### src/design/heightfield_min_downsample_core_macros.svh
// Assertion macros for the heightfield min downsample core.
// Included by the RTL files that carry concurrent checks; no other dependencies.
`ifndef HEIGHTFIELD_MIN_DOWNSAMPLE_CORE_MACROS_SVH
`define HEIGHTFIELD_MIN_DOWNSAMPLE_CORE_MACROS_SVH

`ifndef SYNTHESIS
// checked on clk, masked while rst is high
`define HMD_ASSERT(lbl, prop, msg) \
  lbl: assert property (@(posedge clk) disable iff (rst) prop) else $error(msg);
// checked on clk at every edge, reset included
`define HMD_ASSERT_ALWAYS(lbl, prop, msg) \
  lbl: assert property (@(posedge clk) prop) else $error(msg);
`else
`define HMD_ASSERT(lbl, prop, msg)
`define HMD_ASSERT_ALWAYS(lbl, prop, msg)
`endif

`endif

### src/design/hmd_pkg.sv
// Shared constants, types and helpers for the heightfield min downsample core.
// No dependencies; used by hmd_build_seq and heightfield_min_downsample_core.
`default_nettype none

package hmd_pkg;

  localparam int MAX_SIDE      = 65;
  localparam int QUAD_SIDE     = MAX_SIDE - 1;
  localparam int SIDE_W        = 7;
  localparam int LOD_W         = 4;
  localparam int HEIGHT_W      = 32;
  localparam int SAMPLE_DEPTH  = MAX_SIDE * MAX_SIDE;
  localparam int SAMPLE_ADDR_W = $clog2(SAMPLE_DEPTH);
  localparam int QUAD_DEPTH    = QUAD_SIDE * QUAD_SIDE;
  localparam int QUAD_ADDR_W   = $clog2(QUAD_DEPTH);
  localparam int QUAD_IDX_W    = $clog2(QUAD_SIDE);

  localparam int CFG_INDEX_W   = 2;
  localparam int CFG_DATA_W    = 7;
  localparam logic [CFG_INDEX_W-1:0] REG_LOD  = 2'd0;
  localparam logic [CFG_INDEX_W-1:0] REG_SIDE = 2'd1;

  localparam logic [SIDE_W-1:0] SIDE_RESET = 7'd65;

  typedef enum logic [1:0] {
    OP_LOAD  = 2'd0,
    OP_BUILD = 2'd1,
    OP_QUERY = 2'd2,
    OP_NONE  = 2'd3
  } op_t;

  // build walker -> datapath
  typedef struct packed {
    logic                     issue;   // sample read issued this cycle
    logic                     first;   // first sample of a quad
    logic                     last;    // last sample of a quad
    logic                     done;    // last sample of the whole build
    logic [SAMPLE_ADDR_W-1:0] saddr;
    logic [QUAD_ADDR_W-1:0]   qaddr;
  } bseq_t;

  function automatic logic [SAMPLE_ADDR_W-1:0] sample_addr(
      input logic [SIDE_W-1:0] row, input logic [SIDE_W-1:0] col);
    return SAMPLE_ADDR_W'(row) * SAMPLE_ADDR_W'(MAX_SIDE) + SAMPLE_ADDR_W'(col);
  endfunction

  function automatic logic [QUAD_ADDR_W-1:0] quad_addr(
      input logic [QUAD_IDX_W-1:0] qrow, input logic [QUAD_IDX_W-1:0] qcol);
    return QUAD_ADDR_W'(qrow) * QUAD_ADDR_W'(QUAD_SIDE) + QUAD_ADDR_W'(qcol);
  endfunction

  // a + b, clipped to lim
  function automatic logic [SIDE_W-1:0] clip_add(
      input logic [SIDE_W-1:0] a, input logic [SIDE_W-1:0] b,
      input logic [SIDE_W-1:0] lim);
    logic [SIDE_W:0] s;
    s = {1'b0, a} + {1'b0, b};
    return (s > {1'b0, lim}) ? lim : s[SIDE_W-1:0];
  endfunction

endpackage

`default_nettype wire

### src/design/hmd_build_seq.sv
// Build walker: steps through every coarse quad and every fine sample in it,
// one sample read per cycle. Depends on hmd_pkg and the macros header.
`default_nettype none
`include "heightfield_min_downsample_core_macros.svh"

module hmd_build_seq (
  input  logic                      clk,
  input  logic                      rst,
  input  logic                      start,
  input  logic [hmd_pkg::SIDE_W-1:0] nm1,   // last fine index, n - 1
  input  logic [hmd_pkg::SIDE_W-1:0] step,
  output hmd_pkg::bseq_t            bs
);

  logic                          active;
  logic [hmd_pkg::SIDE_W-1:0]    fi, fj, si, sj, ei, ej;
  logic [hmd_pkg::SIDE_W-1:0]    nm1_r, step_r;
  logic [hmd_pkg::QUAD_IDX_W-1:0] qi, qj;
  logic                          col_end, row_end, quad_end_x, quad_end_y;

  always_comb begin
    col_end    = (fi == ei);
    row_end    = (fj == ej);
    quad_end_x = (ei == nm1_r);
    quad_end_y = (ej == nm1_r);
    bs.issue   = active;
    bs.first   = (fi == si) && (fj == sj);
    bs.last    = col_end && row_end;
    bs.done    = col_end && row_end && quad_end_x && quad_end_y;
    bs.saddr   = hmd_pkg::sample_addr(fj, fi);
    bs.qaddr   = hmd_pkg::quad_addr(qj, qi);
  end

  always_ff @(posedge clk) begin
    if (rst) begin
      active <= 1'b0;
    end else if (start) begin
      active <= 1'b1;
      nm1_r  <= nm1;
      step_r <= step;
      fi     <= '0;
      fj     <= '0;
      si     <= '0;
      sj     <= '0;
      ei     <= hmd_pkg::clip_add('0, step, nm1);
      ej     <= hmd_pkg::clip_add('0, step, nm1);
      qi     <= '0;
      qj     <= '0;
    end else if (active) begin
      if (!col_end) begin
        fi <= fi + 1'b1;
      end else if (!row_end) begin
        fi <= si;
        fj <= fj + 1'b1;
      end else if (!quad_end_x) begin
        // next quad in this band; its start is the shared edge
        si <= ei;
        fi <= ei;
        fj <= sj;
        ei <= hmd_pkg::clip_add(ei, step_r, nm1_r);
        qi <= qi + 1'b1;
      end else if (!quad_end_y) begin
        sj <= ej;
        fj <= ej;
        si <= '0;
        fi <= '0;
        ei <= hmd_pkg::clip_add('0, step_r, nm1_r);
        ej <= hmd_pkg::clip_add(ej, step_r, nm1_r);
        qi <= '0;
        qj <= qj + 1'b1;
      end else begin
        active <= 1'b0;
      end
    end
  end

  `HMD_ASSERT(a_walk_in_quad,
              active |-> (fi >= si && fi <= ei && fj >= sj && fj <= ej),
              "build walker left its quad")
  `HMD_ASSERT(a_quad_in_grid, active |-> (ei <= nm1_r && ej <= nm1_r),
              "quad range beyond the grid edge")
  `HMD_ASSERT(a_done_stops, (active && bs.done) |=> !active,
              "walker kept issuing after the last sample")
  `HMD_ASSERT(a_start_runs, start |=> active, "walker did not start")

endmodule

`default_nettype wire

### config.mk
export PLATFORM = sky130hd
export DESIGN_NAME = hmd_build_seq
export DESIGN_NICKNAME = d
export VERILOG_FILES = /design/src/design/hmd_pkg.sv /design/src/design/hmd_build_seq.sv
export VERILOG_INCLUDE_DIRS = /design/src /design/src/design
export SDC_FILE = /design/constraint.sdc
export NUM_CORES = 1
export LEC_CHECK = 0
export BUFFER_PORTS_ARGS = -buffer_cell sky130_fd_sc_hd__buf_2
export CAP_MARGIN = 20
export CELL_PAD_IN_SITES_DETAIL_PLACEMENT = 0
export CELL_PAD_IN_SITES_GLOBAL_PLACEMENT = 1
export CORE_ASPECT_RATIO = 0.5
export CORE_MARGIN = 2
export CORE_UTILIZATION = 48
export CTS_CLUSTER_DIAMETER = 150
export CTS_CLUSTER_SIZE = 20
export DETAILED_ROUTE_END_ITERATION = 10
export PLACE_DENSITY_LB_ADDON = 0.3
export SLEW_MARGIN = 20
export SYNTH_ARGS = -nofsm -noshare
export SYNTH_HDL_FRONTEND = slang
export SYNTH_SLANG_ARGS = --single-unit
### constraint.sdc
create_clock -name clk -period 4.8 [get_ports clk]
set_input_delay 0.96 -clock clk [delete_from_list [all_inputs] [get_ports clk]]
set_output_delay 0.96 -clock clk [all_outputs]
set_load 0.02 [all_outputs]
# Yosys cells after proc, flatten, opt, wreduce, memory -nomap -nowiden
# Index checks and enable logic that the tools add are counted.
[totals]
ff_bits = 69
word_cells = 97
[classes]
n_addsub = 8
n_mul = 1
order_cmp = 4
eq_ne = 10
muxes = 49
bitwise_logic = 1
reduce_logical = 13
[ops]
columns = ["operator", "count"]
rows = [
  ["7-bit 2-to-1 mux", 33],
  ["6-bit 2-to-1 mux", 10],
  ["7-bit == test", 6],
  ["7-bit by 7-bit adder with 8-bit output", 2],
  ["8-bit by 7-bit greater-than comparator with 1-bit output", 2],
  ["7-bit by 1-bit adder with 7-bit output, second input constant", 2],
  ["7-bit greater-than comparator", 2],
  ["13-bit by 7-bit adder with 13-bit output", 1],
  ["7-bit by 7-bit multiplier with 13-bit output, second input constant", 1],
  ["12-bit by 6-bit adder with 12-bit output", 1],
  ["6-bit by 1-bit adder with 6-bit output, second input constant", 2],
  ["2-bit nonzero test", 4],
  ["1-bit 2-to-1 mux", 6],
  ["6-bit AND reduction", 1],
  ["5-bit inequality test, second input constant", 1],
  ["5-bit AND reduction", 1],
  ["1-bit logical AND", 4],
  ["4-bit inequality test, second input constant", 1],
  ["4-bit AND reduction", 1],
  ["3-bit inequality test, second input constant", 1],
  ["3-bit AND reduction", 1],
  ["2-bit inequality test, second input constant", 1],
  ["2-bit AND reduction", 1],
  ["1-bit NOT", 1],
]

# Depth between registers and ports, before layout
# Gate-level depths: netlist of the first run.
[depth]
ltp_word = 9
mapped_depth = 12
ltp_nobuf = 12

# Least setup slack after synthesis of the first run
# No wires, ideal clock.
[synth_path]
path_kind = "register to output"
startpoint = "register fi[3] in the netlist's numbering"
endpoint = "output bs[23] in the netlist's numbering"
arrival_ns = 2.699
path_slack_ns = 1.141
stages_incl_launch_ff = 10
path_buffers = 0
cell_sequence = "edfxtp_1 ha_1 ha_1 ha_1 a21o_1 a211oi_1 nor2_1 o41ai_1 nor2_1 xor2_1"
[synth_rtl]
columns = ["element", "line", "source"]
rows = [
  ["start, declared", "hmd_build_seq.sv:16", "logic [hmd_pkg::SIDE_W-1:0] fi, fj, si, sj, ei, ej;"],
  ["start signal, assigned", "hmd_build_seq.sv:51", "fi <= fi + 1'b1;"],
  ["start signal, assigned", "hmd_build_seq.sv:53", "fi <= si;"],
  ["start signal, assigned", "hmd_build_seq.sv:58", "fi <= ei;"],
  ["end, declared", "hmd_build_seq.sv:12", "output hmd_pkg::bseq_t bs"],
]

==> metrics.md, run 1 <==
| Metric | Value |
|---|---|
| CP Data Arrival Time | `3260 ps` |
| Htree depth | `3` |
| Rel. slew slack | `0.446` |
| PortBufs | `45` |
| Root Buffer Master | `clkbuf_16` |
| Antenna Nets Post-Route | `0` |
| CTS clk-pin slew, worst paths | `60 ps` |
| Chip width | `157 um` |
| Hold slack | `609 ps` |
| Remaining DRCs | `0` |
| Synth warn | `0` |
| Starting density of the core | `0.504` |
| Final core utilization | `0.560` |
| Mean Syn Cell Area | `10.9 um2` |
| Syn_nets | `607` |
| Fraction of layout cells with a size suffix above 1 | `0.152` |
| Dpl hpwl | `9860 um` |
| Total global routing overflow | `0` |
| Slew Limit Fails | `0` |
| Number of synthesized flops with an enable pin | `68` |
| Number of max-cap violations | `0` |
| Die ar. | `12,700 um2` |
| Initial antenna violation count | `0` |
| Worst Setup Start Kind | `register` |
| Worst Setup Path Type | `reg -> out` |
| Lkg Pwr | `2.65 nW` |
| Final Hold Viols | `0` |
| Num CTS Buffers | `9` |
| Min Tclk post-route | `4220 ps` |
| Avg WL per Cell | `18.4 um` |
| Fill count | `1,028` |
| Post-CTS Setup Bufs | `0` |
| Seq/Total Area, Yosys | `0.365` |
| Slowest CP cell | `edfxtp_1` |
| Critical path required time | `3840 ps` |
| Largest net degree at the start of global routing | `39` |
| Post-CTS resize count | `0` |
| Fmax | `237 MHz` |
| Placed Cells | `704` |
| Diode count | `0` |
| Cell count after synthesis | `519` |
| Worst path max stage delay | `560 ps` |
| DRT Pass-1 Iters | `4` |
| Peak VDD IR | `173 uV` |
| Routed WL | `13,200 um` |
| Nets@finish | `644` |
| Area of the core | `11,200 um2` |
| Final Setup Violations | `0` |
| Worst hold-check path type | `reg -> reg` |
| Synth Register Bits | `69` |
| Layout Cells excl Fill | `720` |
| Slew @ Worst Pin | `831 ps` |
| Num ports | `46` |
| Crit end category | `output pin` |
| Gp weighted congestion | `0.851` |
| Placed instance area | `5980 um2` |
| Longest Clk Path Bufs | `2` |
| Final design area excluding fillers | `6280 um2` |
| Tcrit/Tclk final | `0.879` |
| Cts hold-fix bufs | `0` |
| Via count | `4,173` |
| TNS Setup | `0 ps` |
| Clock Sink Count | `69` |
| # rows | `27` |
| Most used flip-flop cell after synthesis | `edfxtp_1` |
| CP dominant cell by count | `ha_1` |
| Count of different cell masters after synthesis | `61` |
| RSZ-0062 raised after global routing | `no` |
| Vias in the first global route | `3,957` |
| CTS tree | `done` |
| Vias per inst | `5.80` |
| Status | `finished clean` |
| Pwr/cell area | `327 nW/um2` |
| Synth-to-layout area growth | `11.2%` |
| Initial DRC count | `219` |
| GRT Util Overall | `0.222` |
| Largest fanout on the critical path | `9` |
| Synth Cell Area | `5650 um2` |
| Async S/R FF share, synth | `0` |
| Die Ht | `80.7 um` |
| Clk_lat worst skew | `340 ps` |
| First-pass GRT wire length | `21,100 um` |
| Clock Skew | `7.35 ps` |
| Worst path cell trace | `ha_1 -> ha_1 -> ha_1 -> a21o_1 -> a211oi_1 -> nor2_1 -> o41ai_1 -> nor2_1 -> xor2_1 -> buf_2` |
## synth_stat cells, types with 5 or more instances
cell | count | area share
inv_1 | 21 | 0.014
nand2b_1 | 5 | 0.0055
nand4_1 | 8 | 0.0089
nor2b_1 | 9 | 0.010
edfxtp_1 | 68 | 0.36
o221ai_1 | 8 | 0.012
mux2i_1 | 33 | 0.058
o21ai_0 | 13 | 0.012
nand2_1 | 9 | 0.0060
nor2_1 | 31 | 0.021
a211oi_1 | 23 | 0.031
a21oi_1 | 23 | 0.020
and3_1 | 11 | 0.012
ha_1 | 67 | 0.15
a21o_1 | 8 | 0.011
xnor2_1 | 42 | 0.065
nand3_1 | 22 | 0.019
a221oi_1 | 7 | 0.011
xor2_1 | 35 | 0.054
clkbuf_1 | 9 | 0.0060
## layer usage
metal  vias up  part of all wire  global-route usage  wire length [um]
met3        13             0.059              0.0475               786
met4         0             0.010              0.0545               137
met1      2001              0.50               0.316              6570
met5         -                 0                   0                 0
li1       2032                 -                   -                 -
met2       127              0.43               0.348              5740
## cell type report
| cell class | instances | area, um2 | area share |
|---|---|---|---|
| multi-input combinational | 404 | 3370 | 0.537 |
| sequential | 69 | 2060 | 0.328 |
| timing repair buffer | 50 | 263 | 0.0418 |
| clock buffer | 13 | 260 | 0.0414 |
| tap | 159 | 199 | 0.0317 |
| inverter | 22 | 82.6 | 0.0131 |
| clock inverter | 3 | 43.8 | 0.00697 |
## sequential cells by signal, indices dropped and copies added, names as in the netlist
register  count
active        1
ej            7
qj            6
si            7
nm1_r         7
fi            7
fj            7
qi            6
ei            7
step_r        7
sj            7
## layout by cell type, fill, tap and decap left out, types with 3 or more instances in the layout
master and count:
xnor2_1 42, a221oi_1 7, nor3_1 3, a31oi_1 3, buf_4 5, nor2_1 31
nor2b_1 9, nand3_1 22, a21oi_1 22, nand2_1 9, clkbuf_16 9, mux2i_1 33
and3_1 11, o211ai_1 3, ha_1 67, nand2b_1 5, o221ai_1 8, nand4_1 8
edfxtp_1 68, a21o_1 8, inv_1 21, nor4_1 3, o21ai_0 13, fa_1 4
o21bai_1 4, xor2_1 35, buf_2 45, a211oi_1 23
## logic make-up after synthesis
logic type	count (synthesis)	synth area share
compound gates	104	0.131
mux	34	0.0604
fa+ha+maj	71	0.162
xor+xnor	78	0.122
flops	69	0.365
buf+inv	46	0.0392
simple gates	117	0.120
## worst max-delay path, delay by kind of cell, from the launching register on
kind	cells	cell delay, ps
AO/OA/AOI/OAI	3	850
XOR/XNOR	1	150
adder cells (fa/ha/maj)	3	980
buffers and inverters	1	170
flip-flops	1	560
AND/OR/NAND/NOR	2	210
## through the flow
stage                     total power [mW]  worst slack, ps
after floorplan                       1.24             1140
after global placement                1.38              950
after detailed placement              1.38              930
after CTS                             2.06              555
after global routing                  2.16              305
final                                 2.05              581
## final timing paths
kind / start / to / slack (ps) / cells past startpoint
worst max-delay path: fj[3] / bs[23] / 580 / 10
worst min-delay path: qj[5] / qj[5] / 610 / 2
worst max register to register: ej[0] / ej[1] / 1070 / 12
worst min register to register: qj[5] / qj[5] / 610 / 2
## power breakdown
| group | switching, mW | internal [mW] |
|---|---|---|
| combinational | 0.331 | 0.259 |
| clock | 0.247 | 0.431 |
| sequential | 0.0704 | 0.717 |
| total | 0.648 | 1.41 |
(Power assumes the default switching activity.)
==> run 2, diff against run 1 <==
--- a/config.mk
+++ b/config.mk
@@ -6,6 +6,7 @@
 export SDC_FILE = /design/constraint.sdc
 export NUM_CORES = 1
 export LEC_CHECK = 0
+export ABC_AREA = 1
 export BUFFER_PORTS_ARGS = -buffer_cell sky130_fd_sc_hd__buf_2
 export CAP_MARGIN = 20
 export CELL_PAD_IN_SITES_DETAIL_PLACEMENT = 0
==> run 2 against run 1 <==
Sequential power shrank 6.1%. Global-route usage grew 2.1 points. Synthesized cell count up 42%. Wire length up 17%. Total power decreased by 3.7%. Via count grew 23%. Cell count increased by 33%. Non-clock buffer count fell by 2. Core utilization about the same. First-iteration DRC count rose by 140%. Area after synthesis rose by 5.4%.
==> metrics.md, run 2 <==
| Metric | Value |
|---|---|
| Synth Register Bits | `69 (unchanged)` |
| Cts hold-fix bufs | `0 (unchanged)` |
| Synth-to-layout area growth | `12.4% (was 11.2%)` |
| Synth Cell Area | `5960 um2 (was 5650 um2)` |
| Longest Clk Path Bufs | `2 (unchanged)` |
| Clk_lat worst skew | `340 ps (about the same)` |
| Total global routing overflow | `0 (unchanged)` |
| Num ports | `46 (unchanged)` |
| Final Setup Violations | `0 (unchanged)` |
| Slew Limit Fails | `0 (unchanged)` |
| Initial DRC count | `536 (was 219)` |
| Commonest non-fill, non-tap cell in the layout | `nand2_1 (was edfxtp_1)` |
| Final Hold Viols | `0 (unchanged)` |
| Via count | `5,116 (was 4,173)` |
| Mean Syn Cell Area | `8.08 um2 (was 10.9 um2)` |
| Die Ht | `82.8 um (was 80.7 um)` |
| CTS clk-pin slew, worst paths | `60 ps (about the same)` |
| Num CTS Buffers | `9 (unchanged)` |
| Vias per inst | `5.35 (was 5.80)` |
| Largest fanout on the critical path | `5 (was 9)` |
| Antenna Nets Post-Route | `0 (unchanged)` |
| Initial antenna violation count | `0 (unchanged)` |
| DRT Pass-1 Iters | `6 (was 4)` |
| GRT Util Overall | `0.243 (was 0.222)` |
| Critical path required time | `3840 ps (about the same)` |
| PortBufs | `45 (unchanged)` |
| Number of synthesized flops with an enable pin | `68 (unchanged)` |
| Routed WL | `15,400 um (was 13,200 um)` |
| Status | `finished clean (unchanged)` |
| CP dominant cell by count | `ha_1 (unchanged)` |
| RSZ-0062 raised after global routing | `no (unchanged)` |
| Area of the core | `11,900 um2 (was 11,200 um2)` |
| Syn_nets | `825 (was 607)` |
| TNS Setup | `0 ps (unchanged)` |
| Slew @ Worst Pin | `833 ps (was 831 ps)` |
| Root Buffer Master | `clkbuf_16 (unchanged)` |
| Peak VDD IR | `148 uV (was 173 uV)` |
| Avg WL per Cell | `16.2 um (was 18.4 um)` |
| Lkg Pwr | `3.22 nW (was 2.65 nW)` |
| Die ar. | `13,400 um2 (was 12,700 um2)` |
| Count of different cell masters after synthesis | `43 (was 61)` |
| Most numerous cell in the Yosys netlist | `nand2_1 (was edfxtp_1)` |
| Cell taking the most area after synthesis | `edfxtp_1 (unchanged)` |
| Worst Setup Path Type | `reg -> out (unchanged)` |
| Gp weighted congestion | `0.868 (was 0.851)` |
| CTS tree | `done (unchanged)` |
| Async S/R FF share, synth | `0 (unchanged)` |
| Seq/Total Area, Yosys | `0.346 (was 0.365)` |
| Most frequent cells in the layout | `nand2_1 (168), inv_1 (105), nand3_1 (74) (was edfxtp_1 (68), ha_1 (67), buf_2 (45))` |
| Final design area excluding fillers | `6700 um2 (was 6280 um2)` |
| Crit end category | `output pin (unchanged)` |
| Post-CTS resize count | `0 (unchanged)` |
| Fraction of layout cells with a size suffix above 1 | `0.110 (was 0.152)` |
| Vias in the first global route | `4,798 (was 3,957)` |
| First-pass GRT wire length | `24,800 um (was 21,100 um)` |
| Largest net degree at the start of global routing | `31 (was 39)` |
| Diode count | `0 (unchanged)` |
| Synth warn | `0 (unchanged)` |
| Rel. slew slack | `0.444 (was 0.446)` |
| Worst path cell trace | `ha_1 -> ha_1 -> fa_1 -> ha_1 -> inv_1 -> nor3_1 -> nand2_1 -> o211ai_1 -> nand3_1 -> xor2_1 -> buf_2 (was ha_1 -> ha_1 -> ha_1 -> a21o_1 -> a211oi_1 -> nor2_1 -> o41ai_1 -> nor2_1 -> xor2_1 -> buf_2)` |
| Cell count after synthesis | `737 (was 519)` |
| Clock Sink Count | `69 (unchanged)` |
| Min Tclk post-route | `4020 ps (was 4220 ps)` |
| Tcrit/Tclk final | `0.838 (was 0.879)` |
| Starting density of the core | `0.499 (was 0.504)` |
| Yosys top cell area share | `0.343 (was 0.361)` |
| Most used flip-flop cell after synthesis | `edfxtp_1 (unchanged)` |
| Worst hold-check path type | `reg -> reg (unchanged)` |
| CP Data Arrival Time | `3060 ps (was 3260 ps)` |
| Nets@finish | `874 (was 644)` |
| Dpl hpwl | `11,900 um (was 9860 um)` |
| Worst Setup Start Kind | `register (unchanged)` |
| Chip width | `162 um (was 157 um)` |
| # rows | `28 (was 27)` |
| Post-CTS Setup Bufs | `0 (unchanged)` |
| Number of max-cap violations | `0 (unchanged)` |
| Post-synth top cells | `nand2_1 (168), inv_1 (105), nand3_1 (74), edfxtp_1 (68), ha_1 (67) (was edfxtp_1 (68), ha_1 (67), xnor2_1 (42), xor2_1 (35), mux2i_1 (33))` |
| Worst path max stage delay | `470 ps (was 560 ps)` |
| Clock Skew | `4.83 ps (was 7.35 ps)` |
| Remaining DRCs | `0 (unchanged)` |
| Placed instance area | `6360 um2 (was 5980 um2)` |
| Slowest CP cell | `edfxtp_1 (unchanged)` |
| Pwr/cell area | `295 nW/um2 (was 327 nW/um2)` |
| Fmax | `249 MHz (was 237 MHz)` |
| Area contributors post-synth | `edfxtp_1 (34%), ha_1 (14%), nand2_1 (11%) (was edfxtp_1 (36%), ha_1 (15%), xnor2_1 (6.5%))` |
| Htree depth | `3 (unchanged)` |
-- run 2: metal layers --
layer  vias to the layer above  routed length, um  share of wire  track usage
li1                       2581                  -              -            -
met1                      2358               7510           0.49        0.335
met2                       153               6730           0.44        0.401
met3                        24                949          0.061       0.0442
met4                         0                257          0.017       0.0580
met5                         -                  0              0            0
-- run 2: path summary, 6_finish.rpt --
kind	startpoint	to	slack [ps]	cells after the start
max	fi[6]	bs[24]	780	11
min	qi[0]	qi[0]	620	1
max reg2reg	step_r[0]	ej[5]	1520	19
min reg2reg	qi[0]	qi[0]	620	1
-- run 2: power by group --
part | total (mW) | switching, mW | leakage, nW | internal (mW)
Clock | 0.772 | 0.267 | 0.167 | 0.506
Sequential | 0.739 | 0.0428 | 0.643 | 0.696
Combinational | 0.467 | 0.297 | 2.41 | 0.170
Total | 1.98 | 0.606 | 3.22 | 1.37
-- run 2: stage by stage --
step	util	worst slack [ps]	hold WS, ps	cells	power [mW]
floorplan	-	1250	544	737	1.08
global placement	0.532	1190	579	940	1.20
detailed placement	0.532	1160	605	940	1.21
CTS	0.560	791	616	956	1.98
global route	0.561	601	636	956	2.07
finish	0.561	780	617	956	1.98
-- run 2: layout make-up --
type	instances	area [um2]
fill	1112	5250
multi-input combinational	548	3430
sequential	69	2060
inverter	110	415
timing repair buffer	48	248
clock buffer	9	225
tap	165	206
clock inverter	7	113
-- run 2: worst max-delay path: cells and delay by family (launching register included) --
family	cells	cell delay [ps]
adder cells (fa/ha/maj)	4	1310
flip-flops	1	470
AND/OR/NAND/NOR	3	400
buffers and inverters	2	260
XOR/XNOR	1	140
AO/OA/AOI/OAI	1	130
-- run 2: logic make-up (layout without fill, tap and decap cells) --
| family | count (synthesis) | in the layout | synth area share |
|---|---|---|---|
| XOR/XNOR | 55 | 55 | 0.0808 |
| buffers and inverters | 120 | 174 | 0.0792 |
| flip-flops | 69 | 69 | 0.346 |
| adder cells (fa/ha/maj) | 71 | 71 | 0.154 |
| AO/OA/AOI/OAI | 72 | 72 | 0.0659 |
| AND/OR/NAND/NOR | 350 | 350 | 0.274 |
==> run 3, diff against run 2 <==
--- a/config.mk
+++ b/config.mk
@@ -13,7 +13,7 @@
 export CELL_PAD_IN_SITES_GLOBAL_PLACEMENT = 1
 export CORE_ASPECT_RATIO = 0.5
 export CORE_MARGIN = 2
-export CORE_UTILIZATION = 48
+export CORE_UTILIZATION = 46
 export CTS_CLUSTER_DIAMETER = 150
 export CTS_CLUSTER_SIZE = 20
 export DETAILED_ROUTE_END_ITERATION = 10
==> constraint.sdc (replaced) <==
create_clock -name clk -period 3.9 [get_ports clk]
set_input_delay 0.78 -clock clk [delete_from_list [all_inputs] [get_ports clk]]
set_output_delay 0.78 -clock clk [all_outputs]
set_load 0.02 [all_outputs]
==> run 3 against run 2 <==
Total power up 20%. Global-route usage fell by 1.6 points. Register-to-register slack worse by 810 ps. Cell area up 1.2%. Flip-flop and latch count unchanged. Die area rose by 4.2%. Setup slack got worse by 630 ps. Largest cell class unchanged.
==> metrics.md, run 3 (synthesized netlist as in run 2, its figures left out) <==
| Metric | Value |
|---|---|
| Chip width | `165 um (was 162 um)` |
| Cts hold-fix bufs | `0 (unchanged)` |
| Clk_lat worst skew | `340 ps (about the same)` |
| Starting density of the core | `0.471 (was 0.499)` |
| # rows | `29 (was 28)` |
| Die Ht | `84.5 um (was 82.8 um)` |
| Critical path required time | `3120 ps (was 3840 ps)` |
| Final Setup Violations | `0 (unchanged)` |
| Largest net degree at the start of global routing | `23 (was 31)` |
| Total global routing overflow | `0 (unchanged)` |
| Comb pwr share | `0.244 (was 0.236)` |
| Synth-to-layout area growth | `13.7% (was 12.4%)` |
| Vias per inst | `5.24 (was 5.35)` |
| Area of the core | `12,700 um2 (was 11,900 um2)` |
| Largest fanout on the critical path | `3 (was 5)` |
| Num CTS Buffers | `9 (unchanged)` |
| Worst Setup Start Kind | `register (unchanged)` |
| Final Hold Viols | `0 (unchanged)` |
| Via count | `5,092 (was 5,116)` |
| DRT Pass-1 Iters | `5 (was 6)` |
| Placed instance area | `6400 um2 (was 6360 um2)` |
| Part of the power in registers | `0.380 (was 0.373)` |
| Remaining DRCs | `0 (unchanged)` |
| RSZ-0062 raised after global routing | `no (unchanged)` |
| Slew Limit Fails | `0 (unchanged)` |
| Die ar. | `13,900 um2 (was 13,400 um2)` |
| Initial DRC count | `416 (was 536)` |
| Fill count | `1,228 (was 1,112)` |
| Lkg Pwr | `3.26 nW (was 3.22 nW)` |
| Design Power | `2.38 mW (was 1.98 mW)` |
| Diode count | `0 (unchanged)` |
| Avg WL per Cell | `15.4 um (was 16.2 um)` |
| Routed WL | `15,000 um (was 15,400 um)` |
| Rel. slew slack | `0.448 (was 0.444)` |
| Initial antenna violation count | `0 (unchanged)` |
| Switching Share | `0.314 (was 0.306)` |
| TNS Setup | `0 ps (unchanged)` |
| Clock network fraction of total power | `0.376 (was 0.390)` |
| First-pass GRT wire length | `24,200 um (was 24,800 um)` |
| P_int | `1.63 mW (was 1.37 mW)` |
| Antenna Nets Post-Route | `0 (unchanged)` |
| Htree depth | `3 (unchanged)` |
| Dpl hpwl | `11,800 um (was 11,900 um)` |
| Fraction of layout cells with a size suffix above 1 | `0.120 (was 0.110)` |
| Fmax | `267 MHz` |
| Commonest non-fill, non-tap cell in the layout | `nand2_1 (unchanged)` |
| Gp weighted congestion | `0.871 (was 0.868)` |
| Peak VDD IR | `208 uV (was 148 uV)` |
| Tcrit/Tclk final | `0.961` |
| Most frequent cells in the layout | `nand2_1 (168), inv_1 (105), nand3_1 (74) (unchanged)` |
| Status | `finished clean (unchanged)` |
| Layout Cells excl Fill | `971 (was 956)` |
| Pwr/cell area | `351 nW/um2 (was 295 nW/um2)` |
| Min Tclk post-route | `3750 ps` |
| CTS clk-pin slew, worst paths | `60 ps (about the same)` |
| Slew @ Worst Pin | `828 ps (was 833 ps)` |
| Nets@finish | `884 (was 874)` |
| Number of max-cap violations | `0 (unchanged)` |
| Longest Clk Path Bufs | `2 (unchanged)` |
| Root Buffer Master | `clkbuf_16 (unchanged)` |
| Placed Cells | `948 (was 940)` |
| Num ports | `46 (unchanged)` |
| CP Data Arrival Time | `2970 ps (was 3060 ps)` |
| PortBufs | `45 (unchanged)` |
| Worst Setup Path Type | `reg -> out (unchanged)` |
| Vias in the first global route | `4,799 (was 4,798)` |
| GRT Util Overall | `0.226 (was 0.243)` |
| Clock Sink Count | `69 (unchanged)` |
| Switch Pwr | `747 uW (was 606 uW)` |
| Crit end category | `output pin (unchanged)` |
| Worst hold-check path type | `reg -> reg (unchanged)` |
| CTS tree | `done (unchanged)` |
| Final design area excluding fillers | `6780 um2 (was 6700 um2)` |
| Clock Skew | `7.69 ps (was 4.83 ps)` |
[run 3: critical path: stages (launching register included)]
cell and delay [ps]:
edfxtp_1 430, ha_1 320, ha_1 200, fa_1 450, ha_1 320, inv_1 80, nor3_1 180, nand2_1 70
o211ai_1 140, nand3_1 130, xor2_1 160, buf_4 160
[run 3: power groups by stage]
stage	combinational, mW	sequential (mW)	clock (mW)
global placement	0.564	0.921	0
detailed placement	0.570	0.922	0
finish	0.580	0.905	0.895
floorplan	0.432	0.901	0
global route	0.663	0.909	0.938
CTS	0.574	0.906	0.901
[run 3: what timing repair did]
item | in CTS | in global routing
setup buffers | 0 | 7
gates resized for setup | 0 | 1
endpoints found under the setup margin | 0 | 1
[run 3: stage by stage]
| step | util | setup slack [ps] | hold WS (ps) |
|---|---|---|---|
| final | 0.535 | 152 | 613 |
| after global routing | 0.535 | 24.8 | 626 |
| after CTS | 0.531 | 55.0 | 609 |
| after global placement | 0.505 | 463 | 586 |
| after detailed placement | 0.505 | 409 | 592 |
| after floorplan | - | 530 | 544 |
[run 3: layout make-up]
cell class / count / area, um2 / share of cell area
Inverter: 110 / 415 / 0.0613
Timing Repair Buffer: 58 / 338 / 0.0499
Tap cell: 170 / 213 / 0.0314
Sequential cell: 69 / 2060 / 0.304
Multi-Input combinational cell: 548 / 3420 / 0.505
Clock inverter: 7 / 97.6 / 0.0144
Clock buffer: 9 / 225 / 0.0332
[run 3: routing by layer]
metal	global-route usage	part of all wire	up-vias
met3	0.0474	0.061	14
met4	0.0506	0.012	0
met5	0	0	-
met2	0.356	0.43	153
met1	0.323	0.49	2333
li1	-	-	2592
[run 3: final timing paths]
path	slack [ps]	depth (start not counted)	endpoint	from
setup reg to reg	710	19	ej[5]	step_r[0]
setup / recovery	150	11	bs[24]	fi[6]
hold / removal	610	2	fj[5]	sj[5]
hold reg to reg	610	2	fj[5]	sj[5]
